[config.mk]
export PLATFORM = sky130hd
export DESIGN_NAME = tcw_cmd_queue
export DESIGN_NICKNAME = d
export VERILOG_FILES = /design/src/rtl/text_console_writer_assert.svh /design/src/rtl/tcw_pkg.sv /design/src/rtl/tcw_cmd_queue.sv
export SDC_FILE = /design/constraint.sdc
export NUM_CORES = 1
export LEC_CHECK = 0
export ABC_AREA = 0
export CORE_MARGIN = 2
export CORE_UTILIZATION = 45
export CTS_BUF_LIST = sky130_fd_sc_hd__clkbuf_8
export DETAILED_ROUTE_END_ITERATION = 12
export DONT_BUFFER_PORTS = 1
export SETUP_SLACK_MARGIN = 0.05
export SKIP_LAST_GASP = 1
export SLEW_MARGIN = 20
export SYNTH_ARGS = -nofsm -noshare
export SYNTH_HDL_FRONTEND = slang
export SYNTH_SLANG_ARGS = --single-unit
export TNS_END_PERCENT = 50
[constraint.sdc]
create_clock -name clk -period 1.7 [get_ports clk]
set_input_delay 0.17 -clock clk [delete_from_list [all_inputs] [get_ports clk]]
set_output_delay 0.17 -clock clk [all_outputs]
set_load 0.02 [all_outputs]
[src/rtl/text_console_writer_assert.svh]
// assertion macros for the text console writer
// no dependencies; expects clk and rst_n in the scope of each use
`ifndef TEXT_CONSOLE_WRITER_ASSERT_SVH
`define TEXT_CONSOLE_WRITER_ASSERT_SVH

`ifndef SYNTHESIS
`define TCW_ASSERT(lbl, prop) \
  lbl: assert property (@(posedge clk) disable iff (!rst_n) prop) \
    else $error("tcw assertion failed");
`define TCW_NEVER(lbl, expr) \
  lbl: assert property (@(posedge clk) disable iff (!rst_n) !(expr)) \
    else $error("tcw forbidden condition");
`else
`define TCW_ASSERT(lbl, prop)
`define TCW_NEVER(lbl, expr)
`endif

`endif

[src/rtl/tcw_pkg.sv]
// shared types, constants and helpers for the text console writer
// no dependencies
package tcw_pkg;

  localparam int COLUMNS  = 80;
  localparam int ROWS     = 25;
  localparam int TAB_STEP = 4;
  localparam int CELLS    = COLUMNS * ROWS;

  localparam int COL_W  = 7;
  localparam int ROW_W  = 5;
  localparam int ADDR_W = 11;
  localparam int CELL_W = 16;
  localparam int CLR_W  = 4;

  localparam logic [1:0] MODE_PUT   = 2'd0;
  localparam logic [1:0] MODE_CLEAR = 2'd1;
  localparam logic [1:0] MODE_READ  = 2'd2;

  localparam logic [7:0] CH_TAB     = 8'd9;
  localparam logic [7:0] CH_NEWLINE = 8'd10;
  localparam logic [7:0] CH_SPACE   = 8'd32;

  localparam logic CFG_FOREGROUND = 1'b0;
  localparam logic CFG_BACKGROUND = 1'b1;

  localparam logic [2:0] CMD_GLYPH   = 3'd0;
  localparam logic [2:0] CMD_NEWLINE = 3'd1;
  localparam logic [2:0] CMD_TAB     = 3'd2;
  localparam logic [2:0] CMD_CLEAR   = 3'd3;
  localparam logic [2:0] CMD_READ    = 3'd4;
  localparam logic [2:0] CMD_NOP     = 3'd5;

  typedef struct packed {
    logic [1:0]        mode;
    logic [7:0]        character;
    logic [ADDR_W-1:0] cell_address;
  } in_item_t;

  typedef struct packed {
    logic [COL_W-1:0]  cursor_column;
    logic [ROW_W-1:0]  cursor_row;
    logic [CELL_W-1:0] cell_data;
  } out_item_t;

  typedef struct packed {
    logic [2:0]        kind;
    logic [7:0]        character;
    logic [ADDR_W-1:0] cell_address;
  } cmd_t;

  typedef struct packed {
    logic [CLR_W-1:0] fg;
    logic [CLR_W-1:0] bg;
  } colour_t;

  typedef struct packed {
    logic valid;
    logic full;
  } queue_status_t;

  function automatic logic [CELL_W-1:0] make_cell(input logic [7:0] ch, input colour_t clr);
    make_cell = {clr.bg, clr.fg, ch};
  endfunction

endpackage

[src/rtl/tcw_cmd_queue.sv]
// two-entry command queue between the front end and the executor
// depends on tcw_pkg
module tcw_cmd_queue (
  input  logic                   clk,
  input  logic                   rst_n,
  input  logic                   push,
  input  tcw_pkg::cmd_t          push_cmd,
  input  logic                   pop,
  output tcw_pkg::cmd_t          head_cmd,
  output tcw_pkg::queue_status_t status
);
  import tcw_pkg::*;

  cmd_t       entry_r [2];
  logic       wr_ptr_r, wr_ptr_nxt;
  logic       rd_ptr_r, rd_ptr_nxt;
  logic [1:0] count_r, count_nxt;
  logic       do_push, do_pop;

  assign status.valid = (count_r != 2'd0);
  assign status.full  = (count_r == 2'd2);
  assign head_cmd     = entry_r[rd_ptr_r];

  assign do_push = push && !status.full;
  assign do_pop  = pop && status.valid;

  always_comb begin
    wr_ptr_nxt = do_push ? !wr_ptr_r : wr_ptr_r;
    rd_ptr_nxt = do_pop ? !rd_ptr_r : rd_ptr_r;
    count_nxt  = count_r;
    if (do_push && !do_pop) begin
      count_nxt = count_r + 2'd1;
    end else if (do_pop && !do_push) begin
      count_nxt = count_r - 2'd1;
    end
  end

  always_ff @(posedge clk) begin
    if (!rst_n) begin
      wr_ptr_r <= 1'b0;
      rd_ptr_r <= 1'b0;
      count_r  <= 2'd0;
    end else begin
      wr_ptr_r <= wr_ptr_nxt;
      rd_ptr_r <= rd_ptr_nxt;
      count_r  <= count_nxt;
    end
  end

  always_ff @(posedge clk) begin
    if (do_push) begin
      entry_r[wr_ptr_r] <= push_cmd;
    end
  end

endmodule

==> results.ini, run 1 <==
[synth]
synthTopCellsByArea=edfxtp_1 73%, mux2_2 14%, dfxtp_1 5.5%
synth_cell_types=21
synth_seq_cells=49
synth_area_per_cell_um2=19.52
synth_flop_cell=edfxtp_1
netlist.area_leader.share_pct=72.78
synth.most_common_cell=edfxtp_1
syn_inst=93
synth_top_area_cell=edfxtp_1
yosys-top-cells-count=44 x edfxtp_1, 22 x mux2_2, 5 x dfxtp_1
yosysWarnings=0
yosysSeqAreaShare_pct=78.29
mappedNetlistArea_um2=1815
synth_edf_count=44
synth-async-reset-ratio_pct=0
synth_fp_nets=120

[layout]
ff_latch_area_um2=1424
multi_input_area_um2=394.1
n_antenna_cell=0
nFillCells=320
area_growth_pct=24.33
nets=152
fin_area_um2=2257
fin_cells=176
drive_above_1_share_pct=30.95
final_util_pct=57.25

[setup_path]
path_class=flip-flop to flip-flop
slowest_delay_ns=0.39
required_ns=1.92
crit_arrival_ns=1.79
cp_max_fo=5
cp-end-kind=flip-flop
path_cells=nand2b_4, inv_4, nor2_1, ha_1, or3_1, a21boi_2
cp_slowest_cell=or3_1
start_kind=flip-flop

[sta]
setup_slack_ns=0.1292
hold_violations=0
max-slew-margin-rel_pct=84.34
drv_slew=0
rsz0062_at_grt=false
worstMarginPinSlew_ns=0.2334
fin_crit_sh_pct=92.40
clock_skew_ns=0.004708
setup_viol_count_final=0
min_period_ns=1.571
fmax_ghz=0.6366
final.setup.tns_ns=0

[die]
dieArea_um2=4558
num_io_pins=50
die-height_um=67.52
die_w_um=67.52
coreArea_um2=3943
num_rows=23
start_util_pct=46.05

[placement]
routabilityCongestion=0.5806
numPortBuffers=0
placed_cell_area_um2=1929
dp_cells=145
place_hpwl_mm=1.854
dp_slack_ns=-0.01068

[global_route]
antenna_found_initial=0
busiest_layer=met2
grt_pass1_vias=930
use_met1_pct=15.10
grt_util_all_layers_pct=14.02
use_met2_pct=23.53
grt_pass1_wl_mm=4.395
use_met3_pct=6.000
grt_max_degree=24
overflow=0

[worst_hold_path]
min_path_type=primary input to flip-flop

[clock_network]
htree_levels=2
insertion_delay_ns=0.29
clockBufferDepth=2
post_cts_buffers=0
cts_made_buffers=5
clk_pin_slew_worst_paths_ns=0.08
cts_tree=done
clockRootBuffer=clkbuf_8
clock_sinks=49

[power]
p_leak_uw=0.0007684
vdd_drop_max_mv=0.9043
p_per_area_nw_per_um2=1420

[status]
status=finished, final reports clean

[routing]
drt_drc_violations_left=0
ant_nets=0
routed_wl_mm=2.869
wire_per_inst_um=16.30
via_per_inst=5.040
vias=887
first_pass_iters=3
drtIter0Drc=77

[run]
maxCapViolations=0

[report_power, final]
part,internal (uW),switching [uW],total [uW]
clock network,277,342,619
logic,401,595,996
registers,1520,68.1,1590
total,2200,1000,3200
[worst max-delay path, delay by kind of cell, from the launching register on]
family / cells / cell delay, ns
buffers and inverters: 1 / 0.10
adders and majority gates: 1 / 0.31
and+or+nand+nor: 3 / 0.61
AOI/OAI and AO/OA: 1 / 0.14
DFF: 1 / 0.35
[path summary, 6_finish.rpt]
kind                            from                 endpoint  slack, ns  depth (start not counted)
max          count_r[0]$_SDFFE_PN0P_  count_r[1]$_SDFFE_PN0P_       0.13                          6
min                            rst_n  count_r[1]$_SDFFE_PN0P_       0.05                          1
max reg2reg  count_r[0]$_SDFFE_PN0P_  count_r[1]$_SDFFE_PN0P_       0.13                          6
min reg2reg  count_r[1]$_SDFFE_PN0P_  count_r[1]$_SDFFE_PN0P_       0.57                          2
[routing by layer]
| layer | up-vias | wire length, um | part of all wire [%] |
|---|---|---|---|
| met3 | 5 | 162 | 5.6 |
| met5 | - | 0 | 0 |
| li1 | 417 | - | - |
| met4 | 0 | 42 | 1.5 |
| met1 | 441 | 1128 | 39 |
| met2 | 24 | 1536 | 54 |
[cell usage in the layout, fill, tap and decap left out, types with 2 or more instances in the layout]
master	synthesis	layout
and2_1	3	3
buf_12	0	2
buf_4	0	2
clkbuf_8	0	5
clkinv_1	0	2
dfxtp_1	5	3
dfxtp_2	0	2
dlygate4sd3_1	0	23
edfxtp_1	44	44
mux2_2	22	22
xnor2_1	2	2
[per-stage QoR]
stage	hold WS (ns)	power (uW)
floorplan	0.2689	2355
global placement	0.2690	2510
detailed placement	0.2689	2549
CTS	0.02400	3252
global route	0.02724	3381
finish	0.05291	3205
[cell type report]
| class | count | area share (%) |
|---|---|---|
| clock buffer | 5 | 3.049 |
| clock inverter | 3 | 0.5543 |
| inverter | 2 | 0.4435 |
| multi-input combinational | 40 | 17.46 |
| sequential | 49 | 63.08 |
| tap | 50 | 2.772 |
| timing repair buffer | 27 | 12.64 |
[registers in the layout, summed over array words and instances, names as in the netlist, named ones only]
register	count
entry_r	44
count_r	2
rd_ptr_r	1
wr_ptr_r	1
[repair_timing]
| action | in CTS | in global routing |
|---|---|---|
| cloned | 0 | 0 |
| resized for setup | 4 | 1 |
| pin swaps | 0 | 1 |
| endpoints found under the hold margin | 48 | 0 |
| hold buffers | 23 | 0 |
| endpoints found under the setup margin | 1 | 1 |
[cells by family after synthesis]
| logic type | count (synthesis) | synth area share, % |
|---|---|---|
| buffers and inverters | 4 | 0.9645 |
| muxes | 22 | 13.65 |
| AOI/OAI and AO/OA | 5 | 1.792 |
| and+or+nand+nor | 9 | 3.171 |
| adders and majority gates | 1 | 0.6891 |
| xor gates and xnor gates | 3 | 1.448 |
| DFF | 49 | 78.29 |
No activity file was read; power rests on OpenSTA's default activity.
==> run 2: changes to the inputs <==
Settings changed: PLACE_DENSITY from default to 0.64.
Clock period 1.7 ns to 1.3 ns, I/O delays scaled along.
==> results.ini, run 2 (synthesis gave the netlist of run 1 again) <==
[sta]
setup_slack_ns=-0.1456  ; was 0.1292 ns
clock_skew_ns=0.004370  ; was 0.004708 ns
fmax_ghz=0.6918  ; was 0.6366 GHz
hold_violations=0  ; unchanged
fin_crit_sh_pct=111.2  ; was 92.40%
min_period_ns=1.446  ; was 1.571 ns
setup_viol_count_final=41  ; was 0
drv_slew=0  ; unchanged
worstMarginPinSlew_ns=0.2608  ; was 0.2334 ns
rsz0062_at_grt=true  ; was false
max-slew-margin-rel_pct=82.49  ; was 84.34%

[layout]
area_growth_pct=37.22  ; was 24.33%
nets=163  ; was 152
reg_top3=entry_r (44), count_r (2)  ; unchanged
fin_cells=186  ; was 176
final_common_cell=edfxtp_1  ; unchanged
mostFrequentLayoutCells=44 x edfxtp_1, 23 x dlygate4sd3_1, 22 x mux2_4  ; was 44 x edfxtp_1, 23 x dlygate4sd3_1, 22 x mux2_2
largest_register_ffs=44  ; unchanged
n_antenna_cell=0  ; unchanged
drive_above_1_share_pct=38.97  ; was 30.95%
largest_register=entry_r  ; unchanged

[setup_path]
cp-end-kind=flip-flop  ; unchanged
start_kind=flip-flop  ; unchanged
r2r_end=count_r[1]$_SDFFE_PN0P_  ; unchanged
required_ns=1.52  ; was 1.92 ns
cp_max_fo=4  ; was 5
rr_startpoint=count_r[0]$_SDFFE_PN0P_  ; unchanged
crit_arrival_ns=1.67  ; was 1.79 ns
rr_worst_depth=7  ; was 6
timing.reg2reg.setup_slack_ns=-0.15  ; was 0.13 ns
path_class=flip-flop to flip-flop  ; unchanged

[die]
die_w_um=67.52  ; unchanged
num_rows=23  ; unchanged
start_util_pct=46.05  ; unchanged
num_io_pins=50  ; unchanged
coreArea_um2=3943  ; unchanged
die-height_um=67.52  ; unchanged
dieArea_um2=4558  ; unchanged

[placement]
dp_slack_ns=-0.1836  ; was -0.01068 ns
routabilityCongestion=0.5786  ; was 0.5806
dp_cells=150  ; was 145
numPortBuffers=0  ; unchanged
place_hpwl_mm=1.952  ; was 1.854 mm

[routing]
first_pass_iters=4  ; was 3
routed_wl_mm=3.255  ; was 2.869 mm
vias=939  ; was 887
via_per_inst=5.048  ; was 5.040
ant_nets=0  ; unchanged
drt_drc_violations_left=0  ; unchanged
wire_per_inst_um=17.50  ; was 16.30 um
drtIter0Drc=40  ; was 77

[clock_network]
clock_sinks=49  ; unchanged
clockRootBuffer=clkbuf_8  ; unchanged
htree_levels=2  ; unchanged
clk_pin_slew_worst_paths_ns=0.08  ; about the same
cts_made_buffers=5  ; unchanged
clockBufferDepth=2  ; unchanged
insertion_delay_ns=0.29  ; about the same
cts_tree=done  ; unchanged

[global_route]
grt_max_degree=15  ; was 24
antenna_found_initial=0  ; unchanged
busiest_layer=met2  ; unchanged
use_met1_pct=16.70  ; was 15.10%
use_met3_pct=4.000  ; was 6.000%
grt_pass1_wl_mm=4.726  ; was 4.395 mm
use_met2_pct=26.72  ; was 23.53%
overflow=0  ; unchanged
grt_pass1_vias=971  ; was 930
grt_util_all_layers_pct=15.32  ; was 14.02%

[worst_hold_path]
holdPathStages=2  ; was 1
hold_start=push  ; was rst_n
min_path_type=primary input to flip-flop  ; unchanged
hold_end=wr_ptr_r$_SDFFE_PN0N_  ; was count_r[1]$_SDFFE_PN0P_

[status]
status=complete, but fails checks  ; was finished, final reports clean
violations=negative setup slack

[power]
vdd_drop_max_mv=1.107  ; was 0.9043 mV
p_leak_uw=0.0009217  ; was 0.0007684 uW
p_per_area_nw_per_um2=1962  ; was 1420 nW/um^2

[run]
maxCapViolations=0  ; unchanged

run 2: report_power, final:
part	switching, uW	leakage (uW)	total [uW]	internal [uW]
combinational	882	0.000414	1760	882
sequential	122	0.000454	2130	2000
clock	439	0.0000540	998	559
run 2: layer usage:
metal	routed length [um]	vias to the layer above
met3	149	4
met5	0	-
li1	-	436
met4	42	0
met1	1232	475
met2	1830	24
run 2: area by class of cell:
cell class	instances	area [um^2]
fillers	292	1451
multi-input cells	40	493.0
inverters	2	10.01
repair buffers	38	391.6
well taps	50	62.56
clock inverters	2	35.03
flip-flops and latches	49	1430
clock buffers	5	68.82
run 2: critical path, stage by stage, from the launching register on:
cell	delay (ns)
dfxtp_4	0.36
nand2b_4	0.16
inv_4	0.07
nor2_4	0.04
ha_4	0.16
xor2_1	0.15
or3_1	0.31
a21boi_1	0.14
run 2: repair_timing:
| item | CTS | global route |
|---|---|---|
| setup endpoints to repair | 70 | 52 |
| cloned | 2 | 1 |
| pin swaps | 2 | 1 |
| gates resized for setup | 22 | 18 |
| setup buffers | 3 | 0 |
| hold buffers | 23 | 0 |
| hold endpoints to repair | 49 | 0 |
run 2: worst max path at each step:
stage,from,end,slack [ns]
2_1_floorplan,count_r[0]$_SDFFE_PN0P_,entry_r[0][0]$_DFFE_PP_,-0.26
3_3_place_gp,count_r[0]$_SDFFE_PN0P_,count_r[1]$_SDFFE_PN0P_,-0.10
3_5_place_dp,count_r[1]$_SDFFE_PN0P_,count_r[1]$_SDFFE_PN0P_,-0.18
4_1_cts,count_r[0]$_SDFFE_PN0P_,count_r[1]$_SDFFE_PN0P_,-0.16
5_1_grt,count_r[0]$_SDFFE_PN0P_,count_r[1]$_SDFFE_PN0P_,-0.20
6_report,count_r[0]$_SDFFE_PN0P_,count_r[1]$_SDFFE_PN0P_,-0.15
run 2: metrics by stage:
step	hold WS [ns]	total power (uW)	utilization (%)	area (um^2)	setup TNS, ns
2_1_floorplan	0.2289	3115	-	1833	-10.39
3_3_place_gp	0.2290	3348	49.54	1953	-1.439
3_5_place_dp	0.2289	3402	49.54	1953	-2.613
4_1_cts	0.08999	4706	60.71	2394	-3.536
5_1_grt	0.09659	5111	63.19	2491	-5.016
6_report	0.1024	4888	63.19	2491	-2.834
