`src/rtl/text_console_writer_assert.svh`:
```
// assertion macros for the text console writer
// no dependencies; expects clk and rst_n in the scope of each use
`ifndef TEXT_CONSOLE_WRITER_ASSERT_SVH
`define TEXT_CONSOLE_WRITER_ASSERT_SVH

`ifndef SYNTHESIS
`define TCW_ASSERT(lbl, prop) \
  lbl: assert property (@(posedge clk) disable iff (!rst_n) prop) \
    else $error("tcw assertion failed");
`define TCW_NEVER(lbl, expr) \
  lbl: assert property (@(posedge clk) disable iff (!rst_n) !(expr)) \
    else $error("tcw forbidden condition");
`else
`define TCW_ASSERT(lbl, prop)
`define TCW_NEVER(lbl, expr)
`endif

`endif

```
`src/rtl/tcw_pkg.sv`:
```
// shared types, constants and helpers for the text console writer
// no dependencies
package tcw_pkg;

  localparam int COLUMNS  = 80;
  localparam int ROWS     = 25;
  localparam int TAB_STEP = 4;
  localparam int CELLS    = COLUMNS * ROWS;

  localparam int COL_W  = 7;
  localparam int ROW_W  = 5;
  localparam int ADDR_W = 11;
  localparam int CELL_W = 16;
  localparam int CLR_W  = 4;

  localparam logic [1:0] MODE_PUT   = 2'd0;
  localparam logic [1:0] MODE_CLEAR = 2'd1;
  localparam logic [1:0] MODE_READ  = 2'd2;

  localparam logic [7:0] CH_TAB     = 8'd9;
  localparam logic [7:0] CH_NEWLINE = 8'd10;
  localparam logic [7:0] CH_SPACE   = 8'd32;

  localparam logic CFG_FOREGROUND = 1'b0;
  localparam logic CFG_BACKGROUND = 1'b1;

  localparam logic [2:0] CMD_GLYPH   = 3'd0;
  localparam logic [2:0] CMD_NEWLINE = 3'd1;
  localparam logic [2:0] CMD_TAB     = 3'd2;
  localparam logic [2:0] CMD_CLEAR   = 3'd3;
  localparam logic [2:0] CMD_READ    = 3'd4;
  localparam logic [2:0] CMD_NOP     = 3'd5;

  typedef struct packed {
    logic [1:0]        mode;
    logic [7:0]        character;
    logic [ADDR_W-1:0] cell_address;
  } in_item_t;

  typedef struct packed {
    logic [COL_W-1:0]  cursor_column;
    logic [ROW_W-1:0]  cursor_row;
    logic [CELL_W-1:0] cell_data;
  } out_item_t;

  typedef struct packed {
    logic [2:0]        kind;
    logic [7:0]        character;
    logic [ADDR_W-1:0] cell_address;
  } cmd_t;

  typedef struct packed {
    logic [CLR_W-1:0] fg;
    logic [CLR_W-1:0] bg;
  } colour_t;

  typedef struct packed {
    logic valid;
    logic full;
  } queue_status_t;

  function automatic logic [CELL_W-1:0] make_cell(input logic [7:0] ch, input colour_t clr);
    make_cell = {clr.bg, clr.fg, ch};
  endfunction

endpackage

```
`src/rtl/tcw_front.sv`:
```
// front end: accepts transactions and classifies them into commands
// depends on tcw_pkg
module tcw_front (
  input  logic                  start,
  input  tcw_pkg::in_item_t     in_item,
  input  tcw_pkg::queue_status_t q_status,
  output logic                  busy,
  output logic                  push,
  output tcw_pkg::cmd_t         cmd
);
  import tcw_pkg::*;

  assign busy = q_status.full;
  assign push = start && !q_status.full;

  always_comb begin
    cmd.character    = in_item.character;
    cmd.cell_address = in_item.cell_address;
    cmd.kind         = CMD_NOP;
    unique case (in_item.mode)
      MODE_PUT: begin
        if (in_item.character == CH_NEWLINE) begin
          cmd.kind = CMD_NEWLINE;
        end else if (in_item.character == CH_TAB) begin
          cmd.kind = CMD_TAB;
        end else begin
          cmd.kind = CMD_GLYPH;
        end
      end
      MODE_CLEAR: begin
        cmd.kind = CMD_CLEAR;
      end
      MODE_READ: begin
        if (in_item.cell_address < ADDR_W'(CELLS)) begin
          cmd.kind = CMD_READ;
        end
      end
      default: begin
        cmd.kind = CMD_NOP;
      end
    endcase
  end

endmodule

```
`config.mk`:
```
export PLATFORM = sky130hd
export DESIGN_NAME = tcw_front
export DESIGN_NICKNAME = d
export VERILOG_FILES = /design/src/rtl/text_console_writer_assert.svh /design/src/rtl/tcw_pkg.sv /design/src/rtl/tcw_front.sv
export SDC_FILE = /design/constraint.sdc
export NUM_CORES = 1
export LEC_CHECK = 0
export BUFFER_PORTS_ARGS = -buffer_cell sky130_fd_sc_hd__buf_4
export CORE_AREA = 2 2 39 41
export DETAILED_ROUTE_END_ITERATION = 16
export DIE_AREA = 0 0 41 43
export PLACE_DENSITY = 0.62
export SYNTH_ARGS = -nofsm -noshare
export SYNTH_HDL_FRONTEND = slang
export SYNTH_SLANG_ARGS = --single-unit
export TNS_END_PERCENT = 5
```
`constraint.sdc`:
```
create_clock -name vclk -period 2.2
set_input_delay 0.44 -clock vclk [all_inputs]
set_output_delay 0.44 -clock vclk [all_outputs]
set_load 0.02 [all_outputs]
```
==> results.md, run 1 <==
Floorplanning:
- The initial core utilization is between 15 and 20%.
- The core area is 1380 um^2.
- The die covers between 1500 and 2000 um^2.
- The die is approximately 43 um tall.
- The top-level port count is between 40 and 50.
- After floorplanning, the core was divided into 14 placement rows.
- Measured along the x axis, the die boundary spans between 40 and 50 um.

Critical path:
- The required time of the critical path is around 1.8 ns.
- On the critical path, the stage with the largest delay is an instance of nor4b_4.
- The most frequent cell on the critical path is buf_4.
- The startpoint type of the worst setup path is an input port.
- Along the worst path, the maximum fanout reaches 2.
- The longest individual stage delay on the worst path is approximately 0.28 ns.
- By startpoint and endpoint, the worst setup path is classified as in -> out.
- Counting both buffers and inverters, the worst setup path holds a total of 2.
- Among cell families on the critical path, the largest total delay comes from simple AND/OR/NAND/NOR gates.
- Data arrives at the worst endpoint at roughly 1.2 ns.
- STA classifies the critical path endpoint as an output port.
- The critical path goes through buf_4, nor4b_4, a41oi_1, nor2_1, buf_4.

Power and ir drop:
- The power density over the cells is approximately 240 nW/um^2.
- Registers are responsible for 0% of the overall power.
- The internal cell power is roughly 50 uW.
- The share of total power dissipated in combinational logic is 100.0%.
- In this run, the clock network consumes 0% of the power.
- Summed over all nets, the switching power comes to roughly 45 uW.
- Summing internal, switching and leakage power gives between 90 and 100 uW.
- The leakage power summed over all cells is between 0.2 and 0.25 nW.
- The maximum ir drop on the vdd rail is between 50 and 60 uV.
- Net switching is between 40% and 50% of the power.

Timing:
- The final critical delay including setup and external delays is approximately 1.7 ns.
- Setup repair after global routing left no endpoint under its margin.
- The count of endpoints failing hold in the final timing report is 0.
- The pin slew with the least headroom to its limit is approximately 0.22 ns.
- The count of pins over their slew limit is 0.
- The worst-case hold slack is 0.880 ns.
- The setup TNS is 0 ns.
- The worst slew margin relative to its limit is between 80% and 90%.
- The final setup violation count is 0.
- Of the available clock period, the critical path in the final layout requires ~77%.
- For this run, the top clock speed supported by timing is about 0.59 GHz.

Route:
- In this run, the number of DRC markers left after iteration 0 of detailed routing was 1.
- After detailed routing, the total wire length is approximately 570 um.
- In this run the remaining antenna-violating nets after routing total 0.
- The number of remaining DRC errors is 0.
- The first-pass detailed-route iteration total is 2.
- Dividing the detail-routed via count by the number of cells gives about 3.8.
- The average detailed-routed wire length per instance is between 8 and 9 um.
- The number of vias after detailed routing is 250.

Job:
- The count of maximum capacitance violations is 0.

Clock network:
- The number of setup buffers added after CTS is 0.
- The number of gates resized after CTS was 0.
- The number of hold buffers added after CTS was 0.

Finish:
- Of the cells placed in the final design, the portion with a size suffix greater than 1 is about 82%.
- The area taken by flip-flops and latches is 0 um^2.
- The layout has 0 clock buffers.
- The antenna diode count is 0.
- The final layout contains between 70 and 80 nets.
- The sequential cell count is 0.
- The signed area change from the synthesized netlist to the final layout is 66.1%.

Yosys:
- The synthesized instance count is 32.
- The main combinational cell family by area after synthesis is buffers and inverters.
- The synthesized netlist occupies a cell area of 240 um^2.
- The synthesized netlist devotes 0% of its cell area to adder and majority cells.
- The xor/xnor share of the synthesized area is 0%.
- The synthesized netlist contains 11 unique library cells.
- When the netlist entered floorplanning its net count stood at 56.
- Summing the areas of all compound-gate instances in the mapped netlist gives about 15% of the synthesized area.
- Multiplexer cells account for 0% of the synthesized area.
- The post-synthesis sequential area ratio is 0%.
- The number of warning messages in the yosys log is 0.
- The simple-gate portion of the synthesized area is ~20%.
- Each instance of the synthesized netlist takes up on average ~7.5 um^2.

Place:
- At the end of routability-driven placement, the weighted congestion stood at between 0.5 and 0.6.
- The number of input and output port buffers inserted is 39.

Global route:
- The number of antenna violations at the first check in global routing is 0.
- The leftover overflow at the end of global routing is 0.
- The pin count of the biggest net entering global routing is 5.
- The via count of the first global-routing pass is 195.
- The aggregate global-route resource usage is approximately 5.2%.
- The first global-routing pass estimated about 700 um of wire.

Run status:
- The flow ran to the end, and the final reports show no timing, DRC or antenna violations.

Min path:
- The tightest min-delay check is of the in -> out type.
==> cells in the mapped netlist <==
cell / instances / area, um^2
nor4b_4: 1 / 23.8
nor2b_1: 1 / 6.26
a41o_2: 1 / 11.3
nand4_1: 1 / 6.26
o21bai_1: 1 / 7.51
a41oi_1: 1 / 8.76
nor2_1: 3 / 11.3
clkbuf_1: 1 / 3.75
inv_1: 1 / 3.75
buf_4: 20 / 150
o211ai_1: 1 / 7.51
==> metal layers <==
layer  part of all wire (%)  GRT usage [%]  up-vias
met3                     22              0        0
met4                      0              0        0
li1                       -              -      124
met5                      0              0        -
met1                     31           6.01      102
met2                     47           10.3       24
==> path summary, 6_finish.rpt <==
check,start,to,slack (ns),cells after the start
hold / removal,in_item[1],cmd[1],0.88,0
setup / recovery,in_item[13],cmd[20],0.52,5
==> cell usage in the layout (no fill, tap or decap), drive strengths merged <==
cell type | synthesis | routed
a41o | 1 | 1
a41oi | 1 | 1
buf | 20 | 39
inv | 1 | 1
nand4 | 1 | 1
nor2 | 3 | 3
nor2b | 1 | 1
nor4b | 1 | 1
o211ai | 1 | 1
o21bai | 1 | 1
==> power by group through the flow <==
stage	registers [mW]	logic (mW)	clock network [mW]
global placement	0	0.0946	0
CTS	0	0.0954	0
finish	0	0.0947	0
global route	0	0.101	0
floorplan	0	0.0666	0
detailed placement	0	0.0953	0
==> final cells by class <==
cell class,instances,area (um^2)
Inverter,1,3.75
Timing Repair Buffer,39,293
Multi-Input combinational cell,10,82.6
Fill cell,159,985
Tap cell,16,20.0
==> stage by stage <==
| step | instance area [um^2] | utilization [%] | worst slack [ns] | cells |
|---|---|---|---|---|
| 4_1_cts | 399 | 28.8 | 0.507 | 66 |
| 3_5_place_dp | 399 | 28.8 | 0.507 | 66 |
| 6_report | 399 | 28.8 | 0.515 | 66 |
| 2_1_floorplan | 240 | - | 0.624 | 32 |
| 3_3_place_gp | 399 | 28.8 | 0.523 | 66 |
| 5_1_grt | 399 | 28.8 | 0.442 | 66 |
==> kinds of logic after synthesis <==
kind of cell           count (synthesis)
AO/OA/AOI/OAI                          4
AND/OR/NAND/NOR                        6
buffers and inverters                 22
(Power assumes the default switching activity.)
==> inputs of run 2 (changes only) <==
Settings changed: PLACE_DENSITY 0.62 to 0.64.
Clock period 2.2 ns to 1.5 ns, I/O delays scaled along.
==> run 2 against run 1 <==
Net effect: combinational power increased by 47%; final cell count unchanged; global-route usage decreased by 0.20 points; critical endpoint unchanged; largest power group unchanged; highest routed layer unchanged.
==> results.md, run 2 (synthesis gave the netlist of run 1 again) <==
Run status:
- The run finished with clean final reports.

Route:
- The highest signal layer in the routed design is met3.
- After detailed routing, the number of vias per cell comes to ~3.8.
- The number of remaining DRC errors is 0.
- The met3 layer wire length in the routed design is roughly 100 um.
- Summing over every cut layer, the via total after detailed routing is between 200 and 300.
- The average detailed-routed wire length per instance is between 8 and 9 um.
- For this run, the detailed router's first-pass iteration total came to 1.
- The length of routed met2 wiring is around 290 um.
- For this block, wires on met1 add up to between 150 and 200 um.
- The post-detailed-route count of antenna-violating nets is 0.
- The initial DRC count is 0.
- The final layout contains routed wiring with a total length of ~570 um.

Floorplanning:
- The die width is slightly above 40 um.
- The core area is between 1000 and 1500 um^2.
- The die covers between 1500 and 2000 um^2.
- The top-level port count is 48.
- From bottom edge to top edge, the die measures between 40 and 50 um.
- The initial core utilization is approximately 17%.
- In this run the core area contains 14 standard-cell rows.

Global route:
- The number of antenna violations at the first check in global routing is 0.
- Global routing used approximately 5.0% of the available tracks.
- The total overflow left after global routing is 0.
- The via count of the first global-routing pass is 197.
- The global-route wire length before repair is roughly 670 um.
- Entering global routing, the biggest net connects 5 pins.

Critical path:
- The largest fanout on the critical path is 2.
- The type of destination of the critical path is an output port.
- The required time of the critical path is about 1.2 ns.
- The kind of critical path is in -> out.
- The arrival time reported for the critical path endpoint is approximately 1.1 ns.
- STA classifies the critical path startpoint as an input port.

Timing:
- Setup repair after global routing left no endpoint under its margin.
- The maximum achievable frequency is between 0.7 and 0.8 GHz.
- The count of endpoints failing hold in the final timing report is 0.
- The worst pin sits at a relative slew slack of 85.6%.
- Setup violations remaining at the end of the flow were counted as 0.
- The count of pins over their slew limit is 0.
- Subtracting the final worst setup slack from the clock period gives ~1.4 ns.
- Adding up every negative setup slack in the final design gives 0 ns.
- The final period utilization is about 93%.
- The pin slew with the least headroom to its limit is about 0.22 ns.

Finish:
- The layout filler cell count is between 150 and 200.
- The final standard cell utilization of the core is between 20% and 30%.
- Leaving out fill and tap cells, the most frequent cells in the layout are 39 x buf_4, 3 x nor2_1.
- From synthesis to final layout, the design area changed by 66.1%.
- The proportion of layout cells with a drive suffix above 1 is 82.0%.
- The number of nets in the layout is between 70 and 80.
- There are 0 flip-flops and latches.
- The count of cells in the finished layout, fillers not included, comes to 66.
- The count of clock-net buffers in the final layout is 0.
- 0 antenna diodes ended up in the layout.
- The area taken by flip-flops and latches is 0 um^2.
- The area of the multi-input gates is 82.6 um^2.
- Leaving out fill and tap cells, the most frequent cell in the layout is buf_4.

Clock network:
- In this run the post-CTS setup repair buffer count came out at 0.
- Gates resized during post-CTS repair numbered 0.
- The number of hold buffers added after CTS is 0.

Power and ir drop:
- The power density over the cells is 348 nW/um^2.
- In this run the static leakage power is ~0.22 nW.
- The maximum ir drop on the vdd rail is about 75 uV.
- The overall power of the completed layout is 139 uW.

Min path:
- The tightest min-delay check is of the in -> out type.

Place:
- During placement, the flow inserted port buffers numbering 39.
- Routability-driven placement finished with a final weighted congestion of ~0.51.
- The post-placement cell count is 66.

Job:
- The tool flagged a number of max-cap violations equal to 0.
run 2: area by class of cell:
cell class	instances	area share (%)
tap	16	5.02
multi-input combinational	10	20.7
inverter	1	0.940
timing repair buffer	39	73.4
run 2: routing by layer:
layer / vias up / global-route usage [%]
met3: 0 / 0.524
met1: 109 / 4.75
li1: 124 / -
met4: 0 / 0
met5: - / 0
met2: 21 / 10.6
run 2: worst paths after layout:
| check | from | endpoint | slack (ns) | cells after the start |
|---|---|---|---|---|
| hold / removal | in_item[3] | cmd[3] | 0.60 | 0 |
| setup / recovery | in_item[13] | cmd[20] | 0.11 | 5 |
run 2: through the flow:
stage | worst slack [ns] | instance area (um^2) | hold slack, ns
2_1_floorplan | 0.204 | 240 | 0.678
3_3_place_gp | 0.101 | 399 | 0.600
6_report | 0.105 | 399 | 0.600
3_5_place_dp | 0.0863 | 399 | 0.600
5_1_grt | 0.0360 | 399 | 0.600
4_1_cts | 0.0860 | 399 | 0.600
run 2: power by group:
| part | switching (mW) | internal [mW] |
|---|---|---|
| Sequential | 0 | 0 |
| Clock | 0 | 0 |
| Combinational | 0.0656 | 0.0732 |
| Total | 0.0656 | 0.0732 |
run 2: worst max-delay path: stages:
cell and delay [ns]:
buf_4 0.12, nor4b_4 0.28, a41oi_1 0.14, nor2_1 0.10
buf_4 0.14
==> inputs of run 3 (changes only) <==
Settings changed: CELL_PAD_IN_SITES_DETAIL_PLACEMENT set to 1, CELL_PAD_IN_SITES_GLOBAL_PLACEMENT set to 1, CORE_AREA 2 2 39 41 to not set, CORE_UTILIZATION set to 13, DIE_AREA 0 0 41 43 to not set, PLACE_DENSITY 0.64 to 0.81.
==> run 3 against run 2 <==
Net effect: first-iteration DRC count grew 6; critical path depth is the same; final cell count grew 14%; total power grew 1.1%; non-clock buffer count is the same; sequential cell count is the same; via count grew 3.1%; sequential share of layout area is the same; global-route usage grew 1.7 points; worst hold slack is essentially flat; critical path type unchanged; critical endpoint unchanged; highest routed layer is now met4.
==> results.md, run 3 (synthesis gave the netlist of run 1 again) <==
Place:
- In this run the tool buffered the top-level ports with 39 buffer cells.
- At the end of routability-driven placement, the weighted congestion stood at 0.545.
- In this run the cell area measured after placement is approximately 410 um^2.
- Prior to clock tree synthesis, the placed netlist has a worst setup slack of between 0.08 and 0.09 ns.

Route:
- The first TritonRoute pass finished after 3 iterations.
- For this run, design rule violations remaining after detail routing come to 0.
- The routed design has between 700 and 800 um of wire.
- The via count normalized by instance count is between 3 and 4.
- The average detailed-routed wire length per instance is 9.59 um.
- Summing over every cut layer, the via total after detailed routing is 262.
- The post-detailed-route count of antenna-violating nets is 0.
- The detailed router finished its first iteration with 6 violations.

Min path:
- The class of the tightest hold or removal check is in -> out.

Power and ir drop:
- VDD sags by at most 77.9 uV.
- For this design the ratio of total power to cell area is 342 nW/um^2.
- The leakage power summed over all cells is around 0.22 nW.
- After layout, the design draws a total of between 100 and 150 uW.

Critical path:
- For the worst setup path, the data arrival time is 1.11 ns.
- STA classifies the critical path startpoint as an input port.
- Grouping stages by cell kind, the critical path spends the most delay in simple AND/OR/NAND/NOR gates.
- The type of destination of the critical path is an output port.
- The standard cell with the maximum stage delay on the critical path is nor4b_4.
- Together, buffers and inverters on the worst path number 2.
- The largest fanout on the critical path is 2.
- The longest individual stage delay on the worst path is approximately 0.28 ns.
- At the worst endpoint, the required time is approximately 1.2 ns.
- The most frequent cell on the critical path is buf_4.
- Traced cell by cell, the critical path runs through buf_4, nor4b_4, a41oi_1, nor2_1, buf_4.
- The worst setup path is of the in -> out kind.

Finish:
- The number of antenna diodes in the final layout is 0.
- The area growth from synthesis to layout is 70.8%.
- The proportion of layout cells with a drive suffix above 1 is ~82%.
- In the layout the commonest cells are 39 x buf_4, 3 x nor2_1.
- Summing all flip-flop and latch instances after layout gives 0 um^2.
- Counting the fill cells in the layout gives 231.
- The sequential cell count is 0.
- Once layout is done, the placed cells without fillers occupy 410 um^2.
- The area of the multi-input gates is 82.6 um^2.
- The number of nets in the layout is 76.
- Leaving out fill and tap cells, the most frequent cell in the layout is buf_4.
- The count of clock-net buffers in the final layout is 0.

Timing:
- For this run, the top clock speed supported by timing is roughly 0.71 GHz.
- The count of endpoints failing hold in the final timing report is 0.
- Setup slack on the critical path of the routed design comes to a little under 0.09 ns.
- In the final timing run, aggregate negative setup slack is 0 ns.
- For the pin with the worst max-slew slack, the measured transition is around 0.22 ns.
- In this run the tightest slew margin relative to its limit is 85.3%.
- The count of pins over their slew limit came to 0.
- Setup repair after global routing left no endpoint under its margin.
- Setup violations remaining at the end of the flow were counted as 0.
- The final period utilization is around 94%.
- The final critical delay including setup and external delays is roughly 1.4 ns.

Floorplanning:
- In this run the vertical extent of the chip is 45.0 um.
- Row generation in the floorplan step produced 15 rows.
- The die width is about 45 um.
- The top-level port count is 48.
- The initial core utilization is between 10 and 15%.
- The core area is 1730 um^2.
- The floorplan step defined a die boundary enclosing 2020 um^2.

Global route:
- The leftover overflow at the end of global routing is 0.
- The first global-routing pass estimated between 1000 and 1500 um of wire.
- The number of antenna violations at the first check in global routing came to 0.
- Entering global routing, the biggest net connects 5 pins.
- The via count of the first global-routing pass is approximately 260.
- For this run, the total global-route usage over all layers was measured as under 10%.

Clock network:
- The number of setup buffers added after CTS is 0.
- Gates resized during post-CTS repair numbered 0.
- The number of hold buffers added after CTS was 0.

Job:
- The count of maximum capacitance violations is 0.

Run status:
- The flow ran to the end, and the final reports show no timing, DRC or antenna violations.
## run 3: cell counts in the layout (fill, tap and decap cells not counted)
No cell type changed its count.
## run 3: worst paths after layout
check | from | to | slack [ns] | depth (start not counted)
min | in_item[1] | cmd[1] | 0.60 | 0
max | in_item[13] | cmd[20] | 0.09 | 5
## run 3: power by group
| group | internal, mW | leakage, nW | total [mW] | switching (mW) |
|---|---|---|---|---|
| clock network | 0 | 0 | 0 | 0 |
| registers | 0 | 0 | 0 | 0 |
| logic | 0.0733 | 0.219 | 0.140 | 0.0670 |
## run 3: stage by stage
stage | hold slack [ns] | instances | utilization, %
detailed placement | 0.600 | 75 | 23.8
global placement | 0.600 | 75 | 23.8
floorplan | 0.678 | 32 | -
global route | 0.600 | 75 | 23.8
CTS | 0.600 | 75 | 23.8
finish | 0.600 | 75 | 23.8
## run 3: layer usage
metal	global-route usage [%]	part of all wire, %	up-vias	wire [um]
met5	0	0	-	0
met4	1.21	0.70	0	5
met3	0.400	11	4	82
met2	14.2	55	19	394
met1	6.99	33	116	236
li1	-	-	123	-
## run 3: final cells by class
class              instances  area share (%)
repair buffers            39            71.3
multi-input cells         10            20.1
well taps                 25            7.62
inverters                  1           0.915
